## config.mk

```make
export PLATFORM = sky130hd
export DESIGN_NAME = trb_ctrl
export DESIGN_NICKNAME = d
export VERILOG_FILES = /design/src/rtl/core/trb_pkg.sv /design/src/rtl/core/trb_ctrl.sv
export SDC_FILE = /design/constraint.sdc
export NUM_CORES = 1
export LEC_CHECK = 0
export ABC_AREA = 0
export BUFFER_PORTS_ARGS = -buffer_cell sky130_fd_sc_hd__buf_2
export CORE_AREA = 8 8 45 47
export DETAILED_ROUTE_END_ITERATION = 7
export DIE_AREA = 0 0 53 55
export PLACE_DENSITY_LB_ADDON = 0.05
export SLEW_MARGIN = 0
export SYNTH_ARGS = -nofsm -noshare
export SYNTH_HDL_FRONTEND = slang
export SYNTH_SLANG_ARGS = --single-unit
```

## constraint.sdc

```tcl
create_clock -name clk -period 3 [get_ports clk]
set_input_delay 0.6 -clock clk [delete_from_list [all_inputs] [get_ports clk]]
set_output_delay 0.6 -clock clk [all_outputs]
set_load 0.01 [all_outputs]
```

## src/rtl/core/trb_pkg.sv

```systemverilog
// Shared types and constants for the trace ring buffer with host drain.
// No dependencies; imported by the controller, datapath and top level.
`timescale 1ns / 1ps

package trb_pkg;

  localparam int LOCAL_SIZE = 8192;
  localparam int FLUSH_SIZE = 1024;

  localparam int LOCAL_AW = $clog2(LOCAL_SIZE);
  localparam int CNT_W    = LOCAL_AW + 1;

  localparam logic [CNT_W-1:0] LOCAL_CNT     = CNT_W'(LOCAL_SIZE);
  localparam logic [CNT_W-1:0] FLUSH_CNT     = CNT_W'(FLUSH_SIZE);
  localparam logic [31:0]      LOCAL_32      = 32'(LOCAL_SIZE);
  localparam logic [31:0]      FLUSH_32      = 32'(FLUSH_SIZE);
  localparam logic [31:0]      HALF_LEVEL    = 32'(LOCAL_SIZE / 2);
  localparam logic [15:0]      MAX_EVENT_LEN = 16'(LOCAL_SIZE / 8);

  // request codes
  localparam logic [1:0] REQ_EVENT  = 2'd0;
  localparam logic [1:0] REQ_ATOMIC = 2'd1;
  localparam logic [1:0] REQ_DRAIN  = 2'd2;
  localparam logic [1:0] REQ_FLUSH  = 2'd3;

  // result status codes
  localparam logic [2:0] ST_OK          = 3'd0;
  localparam logic [2:0] ST_REJECT      = 3'd1;
  localparam logic [2:0] ST_EMPTY       = 3'd2;
  localparam logic [2:0] ST_REFUSED     = 3'd3;
  localparam logic [2:0] ST_FLUSH_RANGE = 3'd4;

  // configuration register indexes
  localparam int CFG_IDX_W = 1;
  localparam logic [CFG_IDX_W-1:0] CFG_HOST_SIZE = 1'd0;
  localparam logic [CFG_IDX_W-1:0] CFG_TRACE_EN  = 1'd1;

  typedef struct packed {
    logic [1:0]  req_type;
    logic [7:0]  data_byte;
    logic [15:0] event_length;
    logic        last_byte;
    logic        dma_refused;
    logic [12:0] flush_index;
  } trb_in_t;

  typedef struct packed {
    logic [2:0]  status;
    logic        drain_request;
    logic [31:0] copy_host_offset;
    logic [12:0] copy_local_offset;
    logic [13:0] copy_size;
    logic [31:0] available_bytes;
    logic [31:0] overflow_bytes;
    logic [31:0] message_count;
    logic [7:0]  flush_byte;
    logic [13:0] flush_size;
  } trb_out_t;

  // controller -> datapath
  typedef struct packed {
    logic capture;
    logic prep;
    logic calc;
    logic commit;
  } trb_cmd_t;

  // datapath -> controller
  typedef struct packed {
    logic is_event;
  } trb_stat_t;

endpackage

```

## src/rtl/core/trb_ctrl.sv

```systemverilog
// Sequencing controller: input/output handshakes and per-item step commands.
// Depends on trb_pkg.
`timescale 1ns / 1ps

module trb_ctrl import trb_pkg::*; (
  input  logic      clk,
  input  logic      rst,
  input  logic      in_valid,
  output logic      in_ready,
  output logic      out_valid,
  input  logic      out_ready,
  input  trb_stat_t stat,
  output trb_cmd_t  cmd
);

  typedef enum logic [1:0] {
    S_IDLE,
    S_PREP,
    S_CALC,
    S_COMMIT
  } state_t;

  state_t state;
  logic   out_free;

  assign in_ready = (state == S_IDLE);
  // result register can take a new beat if empty or being drained now
  assign out_free = !out_valid || out_ready;

  always_comb begin
    cmd.capture = in_valid && in_ready;
    cmd.prep    = (state == S_PREP);
    cmd.calc    = (state == S_CALC);
    cmd.commit  = (state == S_COMMIT) && out_free;
  end

  always_ff @(posedge clk) begin
    if (rst) begin
      state     <= S_IDLE;
      out_valid <= 1'b0;
    end else begin
      // a new result beat takes priority over retiring the old one
      if (state == S_COMMIT && out_free) begin
        out_valid <= 1'b1;
      end else if (out_valid && out_ready) begin
        out_valid <= 1'b0;
      end
      unique case (state)
        S_IDLE: begin
          if (in_valid) begin
            state <= S_PREP;
          end
        end
        S_PREP: begin
          state <= stat.is_event ? S_COMMIT : S_CALC;
        end
        S_CALC: begin
          state <= S_COMMIT;
        end
        S_COMMIT: begin
          if (out_free) begin
            state <= S_IDLE;
          end
        end
        default: begin
          state <= S_IDLE;
        end
      endcase
    end
  end

`ifndef NO_ASSERTIONS
  a_stall_holds: assert property (@(posedge clk) disable iff (rst)
    (state == S_COMMIT && out_valid && !out_ready) |=> (state == S_COMMIT))
    else $error("commit left while result register still full");

  a_capture_prep: assert property (@(posedge clk) disable iff (rst)
    cmd.capture |=> (state == S_PREP))
    else $error("accepted beat not followed by decode step");

  a_calc_commit: assert property (@(posedge clk) disable iff (rst)
    (state == S_CALC) |=> (state == S_COMMIT))
    else $error("calc step not followed by commit");

  a_result_source: assert property (@(posedge clk) disable iff (rst)
    $rose(out_valid) |-> ($past(state) == S_COMMIT))
    else $error("result beat raised outside commit");
`endif

endmodule

```

==> impl_metrics.py <==
metrics = {
    "status": {
        "status": "finished, final reports clean",
    },
    "logic_synthesis": {
        "yosysWarnings": 0,
        "ys_top_cells_by_area": "dfxtp_1 (26%), ha_1 (22%), nor2b_1 (8.2%)",
        "async_flop_share": 0,
        "avgSynthCellArea_um2": 9.488,
        "ys_types": 14,
        "ys.flop_type": "dfxtp_1",
        "ys_ff_latch": 3,
        "synth_edf_count": 0,
        "synthTopCellsByCount": "ha_1 (4), inv_1 (4), dfxtp_1 (3), nor2b_1 (3)",
        "synth_top_area_frac": 0.2637,
        "synthesis.nets": 33,
        "netlist_area_um2": 227.7,
        "yosysTopAreaCell": "dfxtp_1",
        "synth_seq_area_share": 0.2637,
        "synth_cells": 24,
    },
    "routing": {
        "drt_iter0_markers": 2,
        "via_per_inst": 3.852,
        "wirelength_um": 557,
        "ant_nets": 0,
        "wl_per_cell_um": 10.31,
        "drc": 0,
        "first_pass_iters": 2,
        "route.vias.total": 208,
    },
    "clocking": {
        "clk_pin_slew_worst_paths_ns": 0.04,
        "cts_tree": "yes",
        "htreeDepth": 1,
        "insertion_delay_ns": 0.23,
        "cts_buffers": 3,
        "post-cts-setup-buffers": 0,
        "cts_resized": 0,
        "root_buffer": "clkbuf_4",
        "cts.sinks": 3,
        "cts_hold_buf": 0,
        "clockBufferDepth": 2,
    },
    "die": {
        "die_x_um": 53,
        "die_y_um": 55,
        "initial_utilization": 0.1646,
        "coreArea_um2": 1384,
        "rows": 14,
        "io_pins": 11,
        "fp.dieArea_um2": 2915,
    },
    "run": {
        "cap_violations": 0,
    },
    "worst_hold_path": {
        "min_to": "out_valid$_SDFFE_PP0P_",
        "hp-class": "reg2reg",
        "worstHoldStart": "out_valid$_SDFFE_PP0P_",
        "holdPathStages": 2,
    },
    "critical_path": {
        "required_ns": 2.40,
        "r2r-start": "state[0]$_SDFFE_PP0P_",
        "crit_path_start_kind": "flop",
        "cp-end-kind": "output port",
        "r2r_slack_ns": 1.69,
        "worstReg2RegEnd": "state[0]$_SDFFE_PP0P_",
        "r2r_cells": 4,
        "path_class": "reg2out",
        "arrival_ns": 1.26,
        "crit_path_max_fanout": 5,
    },
    "sta": {
        "finalCritPeriodShare": 0.6193,
        "holdWs_ns": 0.5417,
        "min_period_ns": 1.858,
        "final-hold-violation-count": 0,
        "fin_setup_tns_ns": 0,
        "slew_viol_final": 0,
        "rsz0062_at_grt": "false",
        "setup_viol": 0,
        "tightest_slew_ns": 0.2989,
        "skew_ns": 0.001074,
        "slew_headroom": 0.8003,
        "max_freq_ghz": 0.5382,
    },
    "power_and_ir_drop": {
        "power_uw": 237.3,
        "p_leak_nw": 0.1548,
        "p_per_area_nw_per_um2": 732.4,
        "ir_worst_vdd_v": 0.0001730,
    },
    "grt": {
        "grt_max_degree": 6,
        "grt_use_total": 0.04369,
        "grt_pass1_vias": 209,
        "grt_pass1_wl_um": 876,
        "grt_overflow": 0,
        "antenna_found_initial": 0,
    },
    "layout": {
        "fillers": 163,
        "drive_gt1_frac": 0.4211,
        "num_antenna_cells": 0,
        "multi_input_area_um2": 152.6,
        "finalCoreUtilization": 0.2342,
        "seqCellArea_um2": 60.06,
        "fin_area_um2": 324.1,
        "nets": 48,
        "syn_to_final_growth_pct": 42.31,
    },
    "placed_design": {
        "place_congestion": 0.6426,
        "portBuffers": 10,
        "place_area_um2": 297.8,
        "hpwlAfterDp_um": 444,
    },
}
[cells in the final DEF, fill, tap and decap left out]
master,netlist,routed
nor2_1,1,1
clkbuf_1,0,1
and2_1,1,1
ha_1,4,4
o21ai_1,1,1
o21bai_1,1,1
nor2b_1,3,3
a211oi_2,1,1
and3b_4,1,1
inv_1,4,4
a2111oi_2,1,1
o41ai_1,1,1
a21boi_1,1,1
buf_2,0,10
a21oi_1,1,1
clkbuf_4,0,3
dfxtp_1,3,3
[stage by stage]
step	worst slack, ns	instances
2_1_floorplan	1.477	24
3_3_place_gp	1.390	50
3_5_place_dp	1.384	50
4_1_cts	1.130	54
5_1_grt	1.040	54
6_report	1.142	54
[cells by family after synthesis]
kind of cell | Yosys count | share of synthesized area
buf+inv | 4 | 0.06591
flops | 3 | 0.2637
compound gates | 7 | 0.2692
fa+ha+maj | 4 | 0.2198
simple gates | 6 | 0.1813
[flip-flops by register name, indices dropped and copies added (netlist names)]
register and count:
out_valid 1, state 2
[power by group]
group / internal, mW / total [mW] / switching (mW)
sequential: 0.0500 / 0.0604 / 0.0104
clock: 0.0498 / 0.0708 / 0.0210
combinational: 0.0484 / 0.106 / 0.0577
total: 0.148 / 0.237 / 0.0891
[critical path, stage by stage (launching register included)]
cell	delay, ns
dfxtp_1	0.36
inv_1	0.11
ha_1	0.26
and2_1	0.16
buf_2	0.14
[how the worst max path moves through the flow]
stage | start | end | slack [ns] | depth (start not counted)
3_3_place_gp | state[0]$_SDFFE_PP0P_ | cmd[3] | 1.39 | 4
3_5_place_dp | state[0]$_SDFFE_PP0P_ | cmd[3] | 1.38 | 4
5_1_grt | state[0]$_SDFFE_PP0P_ | cmd[3] | 1.04 | 4
6_report | state[0]$_SDFFE_PP0P_ | cmd[3] | 1.14 | 4
2_1_floorplan | state[0]$_SDFFE_PP0P_ | cmd[3] | 1.48 | 3
4_1_cts | state[0]$_SDFFE_PP0P_ | cmd[3] | 1.13 | 4
[per-layer routing]
layer / vias to the layer above / track usage / share of wire
li1: 110 / - / -
met1: 89 / 0.03945 / 0.42
met2: 7 / 0.06836 / 0.45
met3: 2 / 0.01872 / 0.093
met4: 0 / 0.05172 / 0.031
met5: - / 0 / 0
[layout make-up]
| cell class | count | area share |
|---|---|---|
| multi-input combinational | 17 | 0.4710 |
| sequential | 3 | 0.1853 |
| timing repair buffer | 10 | 0.1544 |
| clock buffer | 4 | 0.08108 |
| tap | 16 | 0.06178 |
| inverter | 4 | 0.04633 |
(Power assumes the default switching activity.)
